## config.mk

```make
export PLATFORM = sky130hd
export DESIGN_NAME = des_tdes_block_cipher_core
export DESIGN_NICKNAME = d
export VERILOG_FILES = /design/src/hdl/des_pkg.sv /design/src/hdl/des_ctrl.sv /design/src/hdl/des_dp.sv /design/src/hdl/des_tdes_block_cipher_core.sv
export SDC_FILE = /design/constraint.sdc
export NUM_CORES = 1
export LEC_CHECK = 0
export BUFFER_PORTS_ARGS = -buffer_cell sky130_fd_sc_hd__buf_4
export CAP_MARGIN = 20
export CORE_AREA = 5 5 214 257
export CTS_CLUSTER_SIZE = 25
export DETAILED_ROUTE_END_ITERATION = 8
export DIE_AREA = 0 0 219 262
export PLACE_DENSITY = 0.53
export SYNTH_ARGS = -nofsm -noshare
export SYNTH_HDL_FRONTEND = slang
export SYNTH_SLANG_ARGS = --single-unit
```

## constraint.sdc

```tcl
create_clock -name clock -period 7.4 [get_ports clock]
set_input_delay 1.48 -clock clock [delete_from_list [all_inputs] [get_ports clock]]
set_output_delay 1.48 -clock clock [all_outputs]
set_load 0.1 [all_outputs]
```

## src/hdl/des_pkg.sv

```systemverilog
// shared types, tables and permutation functions for the des / triple des core
package des_pkg;

   localparam int KeyWidth   = 64;
   localparam int BlockWidth = 64;
   localparam int HalfWidth  = 32;
   localparam int CdWidth    = 28;
   localparam int SubkeyWidth = 48;

   localparam logic [1:0] CSR_KEY_ONE       = 2'd0;
   localparam logic [1:0] CSR_KEY_TWO       = 2'd1;
   localparam logic [1:0] CSR_TRIPLE_ENABLE = 2'd2;

   localparam logic [1:0] PASS_FIRST  = 2'd0;
   localparam logic [1:0] PASS_MIDDLE = 2'd1;
   localparam logic [1:0] PASS_LAST   = 2'd2;

   localparam logic [3:0] ROUND_FIRST = 4'd0;
   localparam logic [3:0] ROUND_LAST  = 4'd15;

   // bit i set when round i of the key schedule rotates by two
   localparam logic [15:0] SHIFT_TWO = 16'h7EFC;

   typedef struct packed {
      logic load;
      logic round;
      logic pass_done;
      logic finish;
      logic decrypt;
      logic shift_two;
      logic key_two_sel;
   } des_cmd_type;

   localparam logic [6:0] PC1_TAB [56] = '{
      7'd57, 7'd49, 7'd41, 7'd33, 7'd25, 7'd17, 7'd9,  7'd1,  7'd58, 7'd50, 7'd42, 7'd34,
      7'd26, 7'd18, 7'd10, 7'd2,  7'd59, 7'd51, 7'd43, 7'd35, 7'd27, 7'd19, 7'd11, 7'd3,
      7'd60, 7'd52, 7'd44, 7'd36, 7'd63, 7'd55, 7'd47, 7'd39, 7'd31, 7'd23, 7'd15, 7'd7,
      7'd62, 7'd54, 7'd46, 7'd38, 7'd30, 7'd22, 7'd14, 7'd6,  7'd61, 7'd53, 7'd45, 7'd37,
      7'd29, 7'd21, 7'd13, 7'd5,  7'd28, 7'd20, 7'd12, 7'd4};

   localparam logic [6:0] PC2_TAB [48] = '{
      7'd14, 7'd17, 7'd11, 7'd24, 7'd1,  7'd5,  7'd3,  7'd28, 7'd15, 7'd6,  7'd21, 7'd10,
      7'd23, 7'd19, 7'd12, 7'd4,  7'd26, 7'd8,  7'd16, 7'd7,  7'd27, 7'd20, 7'd13, 7'd2,
      7'd41, 7'd52, 7'd31, 7'd37, 7'd47, 7'd55, 7'd30, 7'd40, 7'd51, 7'd45, 7'd33, 7'd48,
      7'd44, 7'd49, 7'd39, 7'd56, 7'd34, 7'd53, 7'd46, 7'd42, 7'd50, 7'd36, 7'd29, 7'd32};

   localparam logic [6:0] IP_TAB [64] = '{
      7'd58, 7'd50, 7'd42, 7'd34, 7'd26, 7'd18, 7'd10, 7'd2,
      7'd60, 7'd52, 7'd44, 7'd36, 7'd28, 7'd20, 7'd12, 7'd4,
      7'd62, 7'd54, 7'd46, 7'd38, 7'd30, 7'd22, 7'd14, 7'd6,
      7'd64, 7'd56, 7'd48, 7'd40, 7'd32, 7'd24, 7'd16, 7'd8,
      7'd57, 7'd49, 7'd41, 7'd33, 7'd25, 7'd17, 7'd9,  7'd1,
      7'd59, 7'd51, 7'd43, 7'd35, 7'd27, 7'd19, 7'd11, 7'd3,
      7'd61, 7'd53, 7'd45, 7'd37, 7'd29, 7'd21, 7'd13, 7'd5,
      7'd63, 7'd55, 7'd47, 7'd39, 7'd31, 7'd23, 7'd15, 7'd7};

   localparam logic [6:0] FP_TAB [64] = '{
      7'd40, 7'd8, 7'd48, 7'd16, 7'd56, 7'd24, 7'd64, 7'd32,
      7'd39, 7'd7, 7'd47, 7'd15, 7'd55, 7'd23, 7'd63, 7'd31,
      7'd38, 7'd6, 7'd46, 7'd14, 7'd54, 7'd22, 7'd62, 7'd30,
      7'd37, 7'd5, 7'd45, 7'd13, 7'd53, 7'd21, 7'd61, 7'd29,
      7'd36, 7'd4, 7'd44, 7'd12, 7'd52, 7'd20, 7'd60, 7'd28,
      7'd35, 7'd3, 7'd43, 7'd11, 7'd51, 7'd19, 7'd59, 7'd27,
      7'd34, 7'd2, 7'd42, 7'd10, 7'd50, 7'd18, 7'd58, 7'd26,
      7'd33, 7'd1, 7'd41, 7'd9,  7'd49, 7'd17, 7'd57, 7'd25};

   localparam logic [5:0] E_TAB [48] = '{
      6'd32, 6'd1,  6'd2,  6'd3,  6'd4,  6'd5,  6'd4,  6'd5,  6'd6,  6'd7,  6'd8,  6'd9,
      6'd8,  6'd9,  6'd10, 6'd11, 6'd12, 6'd13, 6'd12, 6'd13, 6'd14, 6'd15, 6'd16, 6'd17,
      6'd16, 6'd17, 6'd18, 6'd19, 6'd20, 6'd21, 6'd20, 6'd21, 6'd22, 6'd23, 6'd24, 6'd25,
      6'd24, 6'd25, 6'd26, 6'd27, 6'd28, 6'd29, 6'd28, 6'd29, 6'd30, 6'd31, 6'd32, 6'd1};

   localparam logic [5:0] P_TAB [32] = '{
      6'd16, 6'd7,  6'd20, 6'd21, 6'd29, 6'd12, 6'd28, 6'd17,
      6'd1,  6'd15, 6'd23, 6'd26, 6'd5,  6'd18, 6'd31, 6'd10,
      6'd2,  6'd8,  6'd24, 6'd14, 6'd32, 6'd27, 6'd3,  6'd9,
      6'd19, 6'd13, 6'd30, 6'd6,  6'd22, 6'd11, 6'd4,  6'd25};

   localparam logic [3:0] SBOX_TAB [8][64] = '{
      '{4'd14,4'd4,4'd13,4'd1,4'd2,4'd15,4'd11,4'd8,4'd3,4'd10,4'd6,4'd12,4'd5,4'd9,4'd0,4'd7,
        4'd0,4'd15,4'd7,4'd4,4'd14,4'd2,4'd13,4'd1,4'd10,4'd6,4'd12,4'd11,4'd9,4'd5,4'd3,4'd8,
        4'd4,4'd1,4'd14,4'd8,4'd13,4'd6,4'd2,4'd11,4'd15,4'd12,4'd9,4'd7,4'd3,4'd10,4'd5,4'd0,
        4'd15,4'd12,4'd8,4'd2,4'd4,4'd9,4'd1,4'd7,4'd5,4'd11,4'd3,4'd14,4'd10,4'd0,4'd6,4'd13},
      '{4'd15,4'd1,4'd8,4'd14,4'd6,4'd11,4'd3,4'd4,4'd9,4'd7,4'd2,4'd13,4'd12,4'd0,4'd5,4'd10,
        4'd3,4'd13,4'd4,4'd7,4'd15,4'd2,4'd8,4'd14,4'd12,4'd0,4'd1,4'd10,4'd6,4'd9,4'd11,4'd5,
        4'd0,4'd14,4'd7,4'd11,4'd10,4'd4,4'd13,4'd1,4'd5,4'd8,4'd12,4'd6,4'd9,4'd3,4'd2,4'd15,
        4'd13,4'd8,4'd10,4'd1,4'd3,4'd15,4'd4,4'd2,4'd11,4'd6,4'd7,4'd12,4'd0,4'd5,4'd14,4'd9},
      '{4'd10,4'd0,4'd9,4'd14,4'd6,4'd3,4'd15,4'd5,4'd1,4'd13,4'd12,4'd7,4'd11,4'd4,4'd2,4'd8,
        4'd13,4'd7,4'd0,4'd9,4'd3,4'd4,4'd6,4'd10,4'd2,4'd8,4'd5,4'd14,4'd12,4'd11,4'd15,4'd1,
        4'd13,4'd6,4'd4,4'd9,4'd8,4'd15,4'd3,4'd0,4'd11,4'd1,4'd2,4'd12,4'd5,4'd10,4'd14,4'd7,
        4'd1,4'd10,4'd13,4'd0,4'd6,4'd9,4'd8,4'd7,4'd4,4'd15,4'd14,4'd3,4'd11,4'd5,4'd2,4'd12},
      '{4'd7,4'd13,4'd14,4'd3,4'd0,4'd6,4'd9,4'd10,4'd1,4'd2,4'd8,4'd5,4'd11,4'd12,4'd4,4'd15,
        4'd13,4'd8,4'd11,4'd5,4'd6,4'd15,4'd0,4'd3,4'd4,4'd7,4'd2,4'd12,4'd1,4'd10,4'd14,4'd9,
        4'd10,4'd6,4'd9,4'd0,4'd12,4'd11,4'd7,4'd13,4'd15,4'd1,4'd3,4'd14,4'd5,4'd2,4'd8,4'd4,
        4'd3,4'd15,4'd0,4'd6,4'd10,4'd1,4'd13,4'd8,4'd9,4'd4,4'd5,4'd11,4'd12,4'd7,4'd2,4'd14},
      '{4'd2,4'd12,4'd4,4'd1,4'd7,4'd10,4'd11,4'd6,4'd8,4'd5,4'd3,4'd15,4'd13,4'd0,4'd14,4'd9,
        4'd14,4'd11,4'd2,4'd12,4'd4,4'd7,4'd13,4'd1,4'd5,4'd0,4'd15,4'd10,4'd3,4'd9,4'd8,4'd6,
        4'd4,4'd2,4'd1,4'd11,4'd10,4'd13,4'd7,4'd8,4'd15,4'd9,4'd12,4'd5,4'd6,4'd3,4'd0,4'd14,
        4'd11,4'd8,4'd12,4'd7,4'd1,4'd14,4'd2,4'd13,4'd6,4'd15,4'd0,4'd9,4'd10,4'd4,4'd5,4'd3},
      '{4'd12,4'd1,4'd10,4'd15,4'd9,4'd2,4'd6,4'd8,4'd0,4'd13,4'd3,4'd4,4'd14,4'd7,4'd5,4'd11,
        4'd10,4'd15,4'd4,4'd2,4'd7,4'd12,4'd9,4'd5,4'd6,4'd1,4'd13,4'd14,4'd0,4'd11,4'd3,4'd8,
        4'd9,4'd14,4'd15,4'd5,4'd2,4'd8,4'd12,4'd3,4'd7,4'd0,4'd4,4'd10,4'd1,4'd13,4'd11,4'd6,
        4'd4,4'd3,4'd2,4'd12,4'd9,4'd5,4'd15,4'd10,4'd11,4'd14,4'd1,4'd7,4'd6,4'd0,4'd8,4'd13},
      '{4'd4,4'd11,4'd2,4'd14,4'd15,4'd0,4'd8,4'd13,4'd3,4'd12,4'd9,4'd7,4'd5,4'd10,4'd6,4'd1,
        4'd13,4'd0,4'd11,4'd7,4'd4,4'd9,4'd1,4'd10,4'd14,4'd3,4'd5,4'd12,4'd2,4'd15,4'd8,4'd6,
        4'd1,4'd4,4'd11,4'd13,4'd12,4'd3,4'd7,4'd14,4'd10,4'd15,4'd6,4'd8,4'd0,4'd5,4'd9,4'd2,
        4'd6,4'd11,4'd13,4'd8,4'd1,4'd4,4'd10,4'd7,4'd9,4'd5,4'd0,4'd15,4'd14,4'd2,4'd3,4'd12},
      '{4'd13,4'd2,4'd8,4'd4,4'd6,4'd15,4'd11,4'd1,4'd10,4'd9,4'd3,4'd14,4'd5,4'd0,4'd12,4'd7,
        4'd1,4'd15,4'd13,4'd8,4'd10,4'd3,4'd7,4'd4,4'd12,4'd5,4'd6,4'd11,4'd0,4'd14,4'd9,4'd2,
        4'd7,4'd11,4'd4,4'd1,4'd9,4'd12,4'd14,4'd2,4'd0,4'd6,4'd10,4'd13,4'd15,4'd3,4'd5,4'd8,
        4'd2,4'd1,4'd14,4'd7,4'd4,4'd10,4'd8,4'd13,4'd15,4'd12,4'd9,4'd0,4'd3,4'd5,4'd6,4'd11}};

   function automatic logic [55:0] pc1_perm(input logic [63:0] x);
      logic [55:0] y;
      y = '0;
      for (int i = 0; i < 56; i++) begin
         y[55 - i] = x[64 - PC1_TAB[i]];
      end
      return y;
   endfunction

   function automatic logic [47:0] pc2_perm(input logic [55:0] x);
      logic [47:0] y;
      y = '0;
      for (int i = 0; i < 48; i++) begin
         y[47 - i] = x[56 - PC2_TAB[i]];
      end
      return y;
   endfunction

   function automatic logic [63:0] ip_perm(input logic [63:0] x);
      logic [63:0] y;
      y = '0;
      for (int i = 0; i < 64; i++) begin
         y[63 - i] = x[64 - IP_TAB[i]];
      end
      return y;
   endfunction

   function automatic logic [63:0] fp_perm(input logic [63:0] x);
      logic [63:0] y;
      y = '0;
      for (int i = 0; i < 64; i++) begin
         y[63 - i] = x[64 - FP_TAB[i]];
      end
      return y;
   endfunction

   function automatic logic [27:0] rot_left(input logic [27:0] v, input logic two);
      logic [27:0] y;
      y = two ? {v[25:0], v[27:26]} : {v[26:0], v[27]};
      return y;
   endfunction

   function automatic logic [27:0] rot_right(input logic [27:0] v, input logic two);
      logic [27:0] y;
      y = two ? {v[1:0], v[27:2]} : {v[0], v[27:1]};
      return y;
   endfunction

   // expansion, key mix, s-boxes and p permutation of one round
   function automatic logic [31:0] feistel(input logic [31:0] r, input logic [47:0] k);
      logic [47:0] e;
      logic [5:0]  six;
      logic [31:0] s;
      logic [31:0] y;
      e = '0;
      for (int i = 0; i < 48; i++) begin
         e[47 - i] = r[32 - E_TAB[i]];
      end
      e = e ^ k;
      s = '0;
      for (int i = 0; i < 8; i++) begin
         six = e[47 - 6 * i -: 6];
         s[31 - 4 * i -: 4] = SBOX_TAB[i][{six[5], six[0], six[4:1]}];
      end
      y = '0;
      for (int i = 0; i < 32; i++) begin
         y[31 - i] = s[32 - P_TAB[i]];
      end
      return y;
   endfunction

endpackage

```

## src/hdl/des_ctrl.sv

```systemverilog
// round and pass sequencer for the des / triple des core
module des_ctrl (
   input  logic                 clock,
   input  logic                 reset,
   input  logic                 start,
   input  logic                 mode,
   input  logic                 triple,
   output logic                 busy,
   output des_pkg::des_cmd_type cmd
);
   import des_pkg::*;

   typedef enum logic [0:0] {
      S_IDLE,
      S_ROUND
   } state_type;

   state_type  state_ff, state_in;
   logic [3:0] round_ff, round_in;
   logic [1:0] pass_ff, pass_in;
   logic       dec_ff, dec_in;
   logic [3:0] shift_idx;
   logic       last_round;
   logic       last_pass;

   always_comb begin
      last_round      = (round_ff == ROUND_LAST);
      last_pass       = !triple || (pass_ff == PASS_LAST);
      cmd.load        = start && (state_ff == S_IDLE);
      cmd.round       = (state_ff == S_ROUND);
      cmd.decrypt     = dec_ff ^ (pass_ff == PASS_MIDDLE);
      shift_idx       = cmd.decrypt ? (ROUND_LAST - round_ff) : round_ff;
      cmd.shift_two   = SHIFT_TWO[shift_idx];
      cmd.pass_done   = cmd.round && last_round && !last_pass;
      cmd.finish      = cmd.round && last_round && last_pass;
      cmd.key_two_sel = (pass_ff == PASS_FIRST);
      busy            = (state_ff == S_ROUND);
   end

   always_comb begin
      state_in = state_ff;
      round_in = round_ff;
      pass_in  = pass_ff;
      dec_in   = dec_ff;
      case (state_ff)
         S_IDLE: begin
            if (start) begin
               state_in = S_ROUND;
               round_in = ROUND_FIRST;
               pass_in  = PASS_FIRST;
               dec_in   = mode;
            end
         end
         S_ROUND: begin
            round_in = round_ff + 4'd1;
            if (last_round) begin
               if (last_pass) begin
                  state_in = S_IDLE;
                  pass_in  = PASS_FIRST;
               end else begin
                  pass_in = pass_ff + 2'd1;
               end
            end
         end
         default: begin
            state_in = S_IDLE;
         end
      endcase
   end

   always_ff @(posedge clock) begin
      if (reset) begin
         state_ff <= S_IDLE;
         round_ff <= ROUND_FIRST;
         pass_ff  <= PASS_FIRST;
         dec_ff   <= 1'b0;
      end else begin
         state_ff <= state_in;
         round_ff <= round_in;
         pass_ff  <= pass_in;
         dec_ff   <= dec_in;
      end
   end

   a_accept_starts: assert property (@(posedge clock) disable iff (reset)
      cmd.load |=> busy && (round_ff == ROUND_FIRST) && (pass_ff == PASS_FIRST))
      else $error("accepted transaction did not start at round zero");

   a_round_steps: assert property (@(posedge clock) disable iff (reset)
      busy && !last_round |=> busy && (round_ff == $past(round_ff) + 4'd1))
      else $error("round counter skipped");

   a_finish_idles: assert property (@(posedge clock) disable iff (reset)
      cmd.finish |=> !busy && (pass_ff == PASS_FIRST))
      else $error("sequencer still busy after final round");

   a_pass_range: assert property (@(posedge clock) disable iff (reset)
      pass_ff != 2'd3)
      else $error("pass counter out of range");

   a_single_cmd: assert property (@(posedge clock) disable iff (reset)
      !(cmd.finish && cmd.pass_done) && !(cmd.load && cmd.round))
      else $error("conflicting datapath commands");

endmodule

```

## src/hdl/des_dp.sv

```systemverilog
// feistel halves, rotating key halves and result register of the des core
module des_dp (
   input  logic                 clock,
   input  logic                 reset,
   input  des_pkg::des_cmd_type cmd,
   input  logic [63:0]          data_block,
   input  logic [63:0]          key_one,
   input  logic [63:0]          key_two,
   output logic                 rsp_valid,
   output logic [63:0]          rsp_result_block
);
   import des_pkg::*;

   logic [31:0] l_ff, l_in;
   logic [31:0] r_ff, r_in;
   logic [27:0] c_ff, c_in;
   logic [27:0] d_ff, d_in;
   logic [63:0] result_ff, result_in;
   logic        valid_ff, valid_in;

   logic [27:0] c_use, d_use;
   logic [47:0] subkey;
   logic [31:0] f_out;
   logic [63:0] ip_block;
   logic [55:0] cd_load;
   logic [63:0] load_key;

   always_comb begin
      // encrypt rotates before using the subkey, decrypt rotates back afterwards
      c_use    = cmd.decrypt ? c_ff : rot_left(c_ff, cmd.shift_two);
      d_use    = cmd.decrypt ? d_ff : rot_left(d_ff, cmd.shift_two);
      subkey   = pc2_perm({c_use, d_use});
      f_out    = l_ff ^ feistel(r_ff, subkey);
      ip_block = ip_perm(data_block);
      load_key = (cmd.round && cmd.key_two_sel) ? key_two : key_one;
      cd_load  = pc1_perm(load_key);

      l_in      = l_ff;
      r_in      = r_ff;
      c_in      = c_ff;
      d_in      = d_ff;
      result_in = result_ff;
      valid_in  = 1'b0;

      if (cmd.load) begin
         l_in = ip_block[63:32];
         r_in = ip_block[31:0];
         c_in = cd_load[55:28];
         d_in = cd_load[27:0];
      end else if (cmd.round) begin
         if (cmd.pass_done) begin
            // final permutation then initial permutation cancel out
            l_in = f_out;
            c_in = cd_load[55:28];
            d_in = cd_load[27:0];
         end else begin
            l_in = r_ff;
            r_in = f_out;
            c_in = cmd.decrypt ? rot_right(c_ff, cmd.shift_two) : c_use;
            d_in = cmd.decrypt ? rot_right(d_ff, cmd.shift_two) : d_use;
         end
         if (cmd.finish) begin
            result_in = fp_perm({f_out, r_ff});
            valid_in  = 1'b1;
         end
      end
   end

   always_ff @(posedge clock) begin
      if (reset) begin
         valid_ff <= 1'b0;
      end else begin
         valid_ff <= valid_in;
      end
      l_ff      <= l_in;
      r_ff      <= r_in;
      c_ff      <= c_in;
      d_ff      <= d_in;
      result_ff <= result_in;
   end

   assign rsp_valid        = valid_ff;
   assign rsp_result_block = result_ff;

endmodule

```

## src/hdl/des_tdes_block_cipher_core.sv

```systemverilog
// top level of the des / two-key triple des ede core with its key registers
// one feistel round per cycle through one round unit, for single des and triple des alike;
//   a new transaction is taken only when the core is idle, after the last round of the one before
// reset clears the sequencer, the strobe and the key and mode registers
// the result strobe lasts one cycle; the receiver cannot stall it
module des_tdes_block_cipher_core (
   input  logic        clock,
   input  logic        reset,
   input  logic        start,
   output logic        busy,
   input  logic [63:0] req_data_block,
   input  logic        req_mode,
   output logic        rsp_valid,
   output logic [63:0] rsp_result_block,
   input  logic        csr_wr_en,
   input  logic [1:0]  csr_index,
   input  logic [63:0] csr_wdata
);
   import des_pkg::*;

   logic [63:0] key_one_ff, key_one_in;
   logic [63:0] key_two_ff, key_two_in;
   logic        triple_ff, triple_in;
   des_cmd_type cmd;

   always_comb begin
      key_one_in = key_one_ff;
      key_two_in = key_two_ff;
      triple_in  = triple_ff;
      if (csr_wr_en) begin
         case (csr_index)
            CSR_KEY_ONE:       key_one_in = csr_wdata;
            CSR_KEY_TWO:       key_two_in = csr_wdata;
            CSR_TRIPLE_ENABLE: triple_in  = csr_wdata[0];
            default: begin
            end
         endcase
      end
   end

   always_ff @(posedge clock) begin
      if (reset) begin
         key_one_ff <= '0;
         key_two_ff <= '0;
         triple_ff  <= 1'b0;
      end else begin
         key_one_ff <= key_one_in;
         key_two_ff <= key_two_in;
         triple_ff  <= triple_in;
      end
   end

   des_ctrl u_ctrl (
      .clock  (clock),
      .reset  (reset),
      .start  (start),
      .mode   (req_mode),
      .triple (triple_ff),
      .busy   (busy),
      .cmd    (cmd)
   );

   des_dp u_dp (
      .clock            (clock),
      .reset            (reset),
      .cmd              (cmd),
      .data_block       (req_data_block),
      .key_one          (key_one_ff),
      .key_two          (key_two_ff),
      .rsp_valid        (rsp_valid),
      .rsp_result_block (rsp_result_block)
   );

endmodule

```

=== Word level (Yosys, flattened, before mapping) ===
Memory sizes are Yosys's and may differ from the RTL's.
Cells that the tools add are included.

* Add/subtract/negate cells: 3
* Magnitude comparators: 9
* Eq/ne operators: 8
* Mux-type cells: 50
* Bitwise operators: 13
* Reductions and logical operators: 19

{| class="wikitable"
|+ Operators with widths
! operator !! number
|-
| 28-bit 2-to-1 mux || 14
|-
| 32-bit 2-to-1 mux || 6
|-
| 4-bit 2-to-1 mux || 18
|-
| 64-bit 2-to-1 mux || 1
|-
| 7-bit greater-or-equal comparator (second input constant) || 8
|-
| 6-bit inverter with 7-bit output || 8
|-
| 48-bit XOR || 1
|-
| 32-bit XOR || 1
|-
| 2-bit AND reduction || 6
|-
| 4-bit one-hot mux with 2 select lines || 1
|-
| 2-bit 2-to-1 mux || 3
|-
| 1-bit logical AND || 5
|-
| 4-bit by 5-bit < comparator with 1-bit output (second input constant) || 1
|-
| 1-bit 2-to-1 mux || 5
|-
| 4-bit by 1-bit adder with 4-bit output (second input constant) || 1
|-
| 2-bit by 1-bit equality test with 1-bit output (second input constant) || 2
|-
| 2-bit equality test (second input constant) || 2
|-
| 4-bit equality test (second input constant) || 1
|-
| 2-bit logical NOT || 2
|-
| 2-bit != test (second input constant) || 2
|-
| 2-bit one-hot mux with 2 select lines || 1
|-
| 4-bit subtractor (first input constant) || 1
|-
| 3-bit AND reduction || 1
|-
| 3-bit OR reduction || 1
|-
| 8 further kinds || 10
|}

* Register bits after elaboration: 322
* ROM bits: 2064
* Input bits: 135
* Output and inout port bits: 66
* Memories: 9

{| class="wikitable"
|+ Memories
! name !! words !! bits a word !! read ports !! clocked after memory_dff !! wr ports !! RTL line !! text
|-
| (no name shown) || 64 || 4 || 1 || 0 || 0 || des_pkg.sv:175 || <nowiki>s[31 - 4 * i -: 4] = SBOX_TAB[i][{six[5], six[0], six[4:1]}];</nowiki>
|-
| (no name shown) || 64 || 4 || 1 || 0 || 0 || des_pkg.sv:175 ||
|-
| (no name shown) || 64 || 4 || 1 || 0 || 0 || des_pkg.sv:175 ||
|-
| (no name shown) || 64 || 4 || 1 || 0 || 0 || des_pkg.sv:175 ||
|-
| (no name shown) || 64 || 4 || 1 || 0 || 0 || des_pkg.sv:175 ||
|-
| (no name shown) || 64 || 4 || 1 || 0 || 0 || des_pkg.sv:175 ||
|-
| 3 more memories || -- || -- || -- || -- || -- || -- ||
|}

=== Logic depth before layout (Yosys ltp) ===
* Word-level depth: 16
* Gate-level depth with buffers: 22
* Depth with buffers taken out: 20

=== By module ===
From an unflattened synthesis, not the netlist that was laid out.

* Cell total of the unflattened synthesis: 2128
* Area, all modules: 22203.8 um^2

{| class="wikitable"
|+ Modules (own cells, without submodules)
! module !! times used !! cells an instance !! area an instance (um^2) !! sequential area each (um^2)
|-
| des_dp || 1 || 1583 || 16462.0 || 5545.3
|-
| des_tdes_block_cipher_core || 1 || 491 || 5288.8 || 2582.5
|-
| des_ctrl || 1 || 54 || 452.9 || 160.2
|}

=== Least setup slack after synthesis ===
OpenSTA, ideal clock, no wires.

* Path kind: reg-to-reg
* Start point: register u_ctrl.state_ff (netlist: u_ctrl.busy)
* End point: register u_dp.result_ff[0] (netlist: u_dp.rsp_result_block[0]), enable pin
* Setup time: 0.488 ns
* Data arrival time: 4.232 ns
* Required time: 6.912 ns
* Setup slack: 2.681 ns
* Cell stages (with the launch flop): 4
* Buffers on the path: 1
* Cells stage by stage: dfxtp_1 clkbuf_1 nand4_1 nor2_1

* Cells in the longest elaborated chain, start to end: 4

{| class="wikitable"
|+ Ends and longest elaborated chain
! element !! RTL line !! text
|-
| start, declared || des_ctrl.sv:18 || <nowiki>state_type state_ff, state_in;</nowiki>
|-
| start signal, assigned || des_ctrl.sv:78 || <nowiki>state_ff <= state_in;</nowiki>
|-
| 1-bit inverter (no line) || -- ||
|-
| 1-bit logical AND || des_ctrl.sv:29 || <nowiki>cmd.load = start && (state_ff == S_IDLE);</nowiki>
|-
| 1-bit inverter (no line) || -- ||
|-
| 3-bit AND reduction (no line) (*) || -- ||
|-
| end signal, assigned || des_dp.sv:79 || <nowiki>result_ff <= result_in;</nowiki>
|-
| end, declared || des_dp.sv:18 || <nowiki>logic [63:0] result_ff, result_in;</nowiki>
|}

Every way passes the cells marked *; elsewhere a longest branch is shown, timed or not.
A chain may end at the register's enable or synchronous reset.

=== Final worst setup path ===
* Start point: register u_ctrl.round_ff[2]
* End point: register u_dp.r_ff[7], data pin

* Cells in the longest elaborated chain, start to end: 15

{| class="wikitable"
|+ Ends and longest elaborated chain
! element !! RTL line !! text
|-
| start, declared || des_ctrl.sv:19 || <nowiki>logic [3:0] round_ff, round_in;</nowiki>
|-
| start signal, assigned || des_ctrl.sv:79 || <nowiki>round_ff <= round_in;</nowiki>
|-
| 4-bit subtractor || des_ctrl.sv:32 || <nowiki>shift_idx = cmd.decrypt ? (ROUND_LAST - round_ff) : round_ff;</nowiki>
|-
| 4-bit 2-to-1 mux (*) || des_ctrl.sv:32 ||
|-
| memory 16 x 1 bit (*) || -- ||
|-
| 1-bit 2-to-1 mux (not written as such) (*) || des_ctrl.sv:33 || <nowiki>cmd.shift_two = SHIFT_TWO[shift_idx];</nowiki>
|-
| 28-bit 2-to-1 mux (*) || des_pkg.sv:151 || <nowiki>y = two ? {v[25:0], v[27:26]} : {v[26:0], v[27]};</nowiki>
|-
| 28-bit 2-to-1 mux (*) || des_dp.sv:31 || <nowiki>d_use = cmd.decrypt ? d_ff : rot_left(d_ff, cmd.shift_two);</nowiki>
|-
| 48-bit XOR (*) || des_pkg.sv:171 || <nowiki>e = e ^ k;</nowiki>
|-
| 6-bit inverter with 7-bit output (not written as such) (*) || des_pkg.sv:175 ||
|-
| memory 64 x 4 bit (*) || -- ||
|-
| 4-bit 2-to-1 mux (not written as such) (*) (2 in series) || des_pkg.sv:175 ||
|-
| 32-bit XOR (*) || des_dp.sv:33 || <nowiki>f_out = l_ff ^ feistel(r_ff, subkey);</nowiki>
|-
| via u_dp.f_out[7] || des_dp.sv:23 || <nowiki>logic [31:0] f_out;</nowiki>
|-
| 32-bit 2-to-1 mux (*) || des_dp.sv:51 || <nowiki>if (cmd.pass_done) begin</nowiki>
|-
| 32-bit 2-to-1 mux (*) || des_dp.sv:50 || <nowiki>end else if (cmd.round) begin</nowiki>
|-
| 32-bit 2-to-1 mux (*) || des_dp.sv:45 || <nowiki>if (cmd.load) begin</nowiki>
|-
| via u_dp.r_in[7] || des_dp.sv:15 || <nowiki>logic [31:0] r_ff, r_in;</nowiki>
|-
| end signal, assigned || des_dp.sv:76 || <nowiki>r_ff <= r_in;</nowiki>
|-
| end, declared || des_dp.sv:15 ||
|}

Mark *: on every way through the listed nets, which the timed path passes. The rest lies on a longest branch. The select of a mux whose other input is x is not followed.

==> results.md <==
| Parameter | Reported | Unit |
|---|---|---|
| Status | complete, no violations | - |
| Die W | 219 | um |
| Start point of the critical path | u_ctrl.round_ff[2] | - |
| Largest area contributor in the synthesized netlist | sky130_fd_sc_hd__edfxtp_1 | - |
| Number of antenna violations at the first check in global routing | 0 | - |
| Slew Limit Fails | 0 | - |
| CTS buffer count | 37 | - |
| Setup TNS | 0 | ps |
| Clock-pin slew on the worst setup and hold paths | 60 | ps |
| Worst setup path category | flop to flop | - |
| Gate count after technology mapping | 2332 | - |
| Routed WL per cell | 21.36 | um |
| Detailed Route WL | 67.78 | mm |
| Post-Synthesis Net Count | 2533 | - |
| Highest attainable clock frequency | 0.1770 | GHz |
| Share of synthesized registers carrying an async set or reset | 0 | % |
| DRC violations left | 0 | - |
| Yosys warning total | 0 | - |
| Count of distinct cell types in the synthesized netlist | 88 | - |
| Residual antenna-violating net count after detailed routing | 0 | - |
| GR met3 Demand/Resource | 4.240 | % |
| Num rows | 92 | - |
| Busiest layer in global routing | met2 | - |
| Number of maximum-capacitance violations | 0 | - |
| Met2 Use GR | 37.86 | % |
| Library cell contributing the largest single delay on the critical path | sky130_fd_sc_hd__dfxtp_1 | - |
| Power density cells | 435.2 | nW/um^2 |
| Clock root buffer | sky130_fd_sc_hd__clkbuf_16 | - |
| Hold violation total from the final report | 0 | - |
| Synthesized area | 20650 | sq um |
| Hold slack final | 451.7 | ps |
| Port Buffer Count | 193 | - |
| CP max FO | 25 | - |
| Placer Congestion | 0.9116 | - |
| HPWL after detailed placement | 47.97 | mm |
| Layout overhead on the synthesized area | 16.25 | % |
| Clock tree from TritonCTS | done | - |
| End of the worst register-to-register path | u_dp.r_ff[7] | - |
| Post-CTS Repair Setup Buffers | 0 | - |
| Resize count post-CTS | 0 | - |
| Starting density of the core | 39.51 | % |
| P_leak | 9.305 | nW |
| VDD IR-drop max | 0.0001763 | V |
| Signal arrival time at the worst endpoint | 5940 | ps |
| Worst hold path class | flop to flop | - |
| Maximum level of the CTS H-tree | 2 | - |
| Standard cell core area | 52260 | sq um |
| Number of global-route vias before repair | 17430 | - |
| Met1 usage | 30.69 | % |
| Most instantiated library cell after synthesis | sky130_fd_sc_hd__nand2_1 | - |
| Layout Cell Area excl Fill | 24000 | sq um |
| Filler cell count in the final layout | 5165 | - |
| Origin of the critical flop-to-flop path | u_ctrl.round_ff[2] | - |
| Delay of the slowest cell on the worst path | 730 | ps |
| DIE AREA | 57380 | sq um |
| Worst-case reg-to-reg path depth | 13 | - |
| Crit path cell chain | nand3_1 > a21oi_2 > buf_4 > o41ai_1 > a31oi_1 > xor2_1 > ha_1 > nand3_1 > a21oi_1 > or4_1 > o22a_1 > xor2_1 > mux2_2 | - |
| Area fraction of the dominant cell type after synthesis | 26.76 | % |
| Unrepaired setup endpoints after global routing | false | - |
| Net count, final | 2640 | - |
| Critical Path End | u_dp.r_ff[7] | - |
| Longest Clk Path Bufs | 3 | - |
| Mean Syn Cell Area | 8.853 | sq um |
| Total setup violations reported at the end of the flow | 0 | - |
| Hold Path Depth | 2 | - |
| Period utilization | 76.34 | % |
| Worst-Skew Late Latency | 560 | ps |
| Biggest area contributors in the synthesized netlist | sky130_fd_sc_hd__edfxtp_1 (27%), sky130_fd_sc_hd__dfxtp_1 (12%), sky130_fd_sc_hd__nand2_1 (7.5%) | - |
| Type of origin of the critical path | flop | - |
| Worst Hold Launch | key_one_ff[36] | - |
| DR pass1 iterations | 6 | - |
| Number of flops mapped to enable cells by yosys | 184 | - |
| R2R Setup Slk | 1750 | ps |
| First-pass GRT wire length | 103.3 | mm |
| Sequential share of the synthesized area | 38.59 | % |
| Final clock skew | 19.38 | ps |
| Final critical delay including setup and external delays | 5649 | ps |
| First-iteration detailed-routing DRC count | 1640 | - |
| Count of pins on the block boundary | 201 | - |
| Synth cell count leaders | sky130_fd_sc_hd__nand2_1 (410), sky130_fd_sc_hd__a21oi_1 (220), sky130_fd_sc_hd__edfxtp_1 (184), sky130_fd_sc_hd__dfxtp_1 (122), sky130_fd_sc_hd__nor2_1 (122) | - |
| Worst path required time | 7690 | ps |
| Slew HR | 26.14 | % |
| Height of the die | 262 | um |
| Transition time of the tightest slew-check pin | 1104 | ps |
| Most common flop cell mapped by yosys | sky130_fd_sc_hd__edfxtp_1 | - |
| Quantity of hold-fixing buffers added after cts | 0 | - |
| Clock sink count | 306 | - |
| Vias | 18460 | - |
| Placed Instance Area | 22730 | sq um |
| Kind of end point of the critical path | flop | - |
| Total global routing overflow | 0 | - |
| Pin count of the biggest net entering global routing | 101 | - |
| Fraction of final layout cells sized beyond drive strength 1 | 16.86 | % |
| Detailed-route vias per instance | 5.818 | - |
| Number of synthesized register bits | 306 | - |
| Global-route usage over all layers | 22.64 | % |
## critical path, delay by kind of cell, from the launching register on
| family | cells | cell delay (ps) |
|---|---|---|
| xor gates and xnor gates | 2 | 900 |
| buffers and inverters | 1 | 430 |
| AOI/OAI and AO/OA | 5 | 1560 |
| muxes | 1 | 280 |
| DFF | 1 | 730 |
| and+or+nand+nor | 3 | 910 |
| adders and majority gates | 1 | 540 |
## how the worst min path moves through the flow
stage                                      endpoint
after floorplan           u_dp.rsp_result_block[15]
after global placement               key_two_ff[30]
after detailed placement             key_two_ff[37]
after CTS                            key_two_ff[37]
after global routing                 key_one_ff[46]
final                                key_one_ff[36]
## cells by family (layout without fill, tap and decap cells)
group / count (synthesis) / after routing / synth area share (%)
and+or+nand+nor: 752 / 752 / 16.06
adders and majority gates: 66 / 66 / 4.000
muxes: 168 / 168 / 8.775
other: 0 / 1 / 0
DFF: 306 / 306 / 38.59
xor gates and xnor gates: 114 / 114 / 5.200
AOI/OAI and AO/OA: 689 / 689 / 22.74
buffers and inverters: 237 / 372 / 4.630
## metal layers
layer	part of all wire (%)	vias to the layer above
li1	-	8840
met1	44	8926
met2	48	607
met3	6.5	88
met4	2.1	0
met5	0	-
## stage by stage
step | utilization [%] | instances | power (mW) | setup WS, ps
finish | 45.93 | 3173 | 10.44 | 1751
global placement | 43.45 | 3097 | 8.464 | 1937
CTS | 45.82 | 3165 | 10.44 | 1814
detailed placement | 43.49 | 3098 | 8.554 | 1827
global route | 45.92 | 3172 | 11.20 | 1558
floorplan | - | 2332 | 7.019 | 2681
## flip-flops by register name (all words and copies together) (netlist names)
register,flops
u_dp.r_ff,32
triple_ff,1
key_two_ff,56
u_dp.d_ff,28
u_ctrl.dec_ff,1
u_ctrl.pass_ff,2
key_one_ff,56
u_dp.rsp_result_block,64
u_dp.rsp_valid,1
u_dp.c_ff,28
u_dp.l_ff,32
u_ctrl.busy,1
u_ctrl.round_ff,4
## layout by cell type (no fill, tap or decap), types with 8 or more instances in the layout
cell type | Yosys | layout
sky130_fd_sc_hd__nand2_1 | 410 | 409
sky130_fd_sc_hd__buf_4 | 3 | 255
sky130_fd_sc_hd__a21oi_1 | 220 | 220
sky130_fd_sc_hd__edfxtp_1 | 184 | 184
sky130_fd_sc_hd__dfxtp_1 | 122 | 122
sky130_fd_sc_hd__mux2i_1 | 118 | 118
sky130_fd_sc_hd__nor2_1 | 122 | 117
sky130_fd_sc_hd__o21ai_0 | 95 | 95
sky130_fd_sc_hd__ha_1 | 66 | 66
sky130_fd_sc_hd__nand3_1 | 65 | 65
sky130_fd_sc_hd__xnor2_1 | 61 | 61
sky130_fd_sc_hd__inv_1 | 46 | 45
sky130_fd_sc_hd__mux2_2 | 44 | 44
sky130_fd_sc_hd__xor2_1 | 43 | 43
sky130_fd_sc_hd__o211ai_1 | 42 | 42
sky130_fd_sc_hd__a31oi_1 | 38 | 38
sky130_fd_sc_hd__clkbuf_16 | 0 | 38
sky130_fd_sc_hd__a21o_1 | 35 | 35
sky130_fd_sc_hd__and3_1 | 35 | 35
sky130_fd_sc_hd__a211oi_1 | 34 | 34
sky130_fd_sc_hd__nor3_1 | 33 | 33
sky130_fd_sc_hd__a22o_1 | 27 | 27
sky130_fd_sc_hd__o41ai_1 | 26 | 26
sky130_fd_sc_hd__a311o_1 | 24 | 24
sky130_fd_sc_hd__nand2b_1 | 17 | 16
sky130_fd_sc_hd__nand4_1 | 15 | 15
sky130_fd_sc_hd__a32oi_1 | 11 | 11
sky130_fd_sc_hd__a221oi_1 | 10 | 10
sky130_fd_sc_hd__a311oi_1 | 11 | 10
sky130_fd_sc_hd__a22oi_1 | 10 | 10
sky130_fd_sc_hd__o31ai_1 | 10 | 10
sky130_fd_sc_hd__a211o_1 | 9 | 9
sky130_fd_sc_hd__o22ai_1 | 9 | 9
sky130_fd_sc_hd__or3_1 | 9 | 9
sky130_fd_sc_hd__o2111ai_1 | 9 | 9
sky130_fd_sc_hd__clkinv_2 | 0 | 8
sky130_fd_sc_hd__xnor2_2 | 9 | 8
## layout make-up
class	count	area [sq um]	area share [%]
antenna	1	2.502	0.01043
clock inverter	21	205.2	0.8550
tap	705	882.1	3.675
inverter	49	185.2	0.7716
sequential	306	7968	33.20
clock buffer	46	1011	4.212
timing repair buffer	256	1934	8.060
multi-input combinational	1789	11810	49.22
## power breakdown
| group | switching [mW] | total (mW) | internal (mW) |
|---|---|---|---|
| registers | 0.387 | 2.69 | 2.30 |
| clock network | 0.753 | 1.84 | 1.09 |
| logic | 3.48 | 5.92 | 2.44 |
No activity file was read; power rests on OpenSTA's default activity.
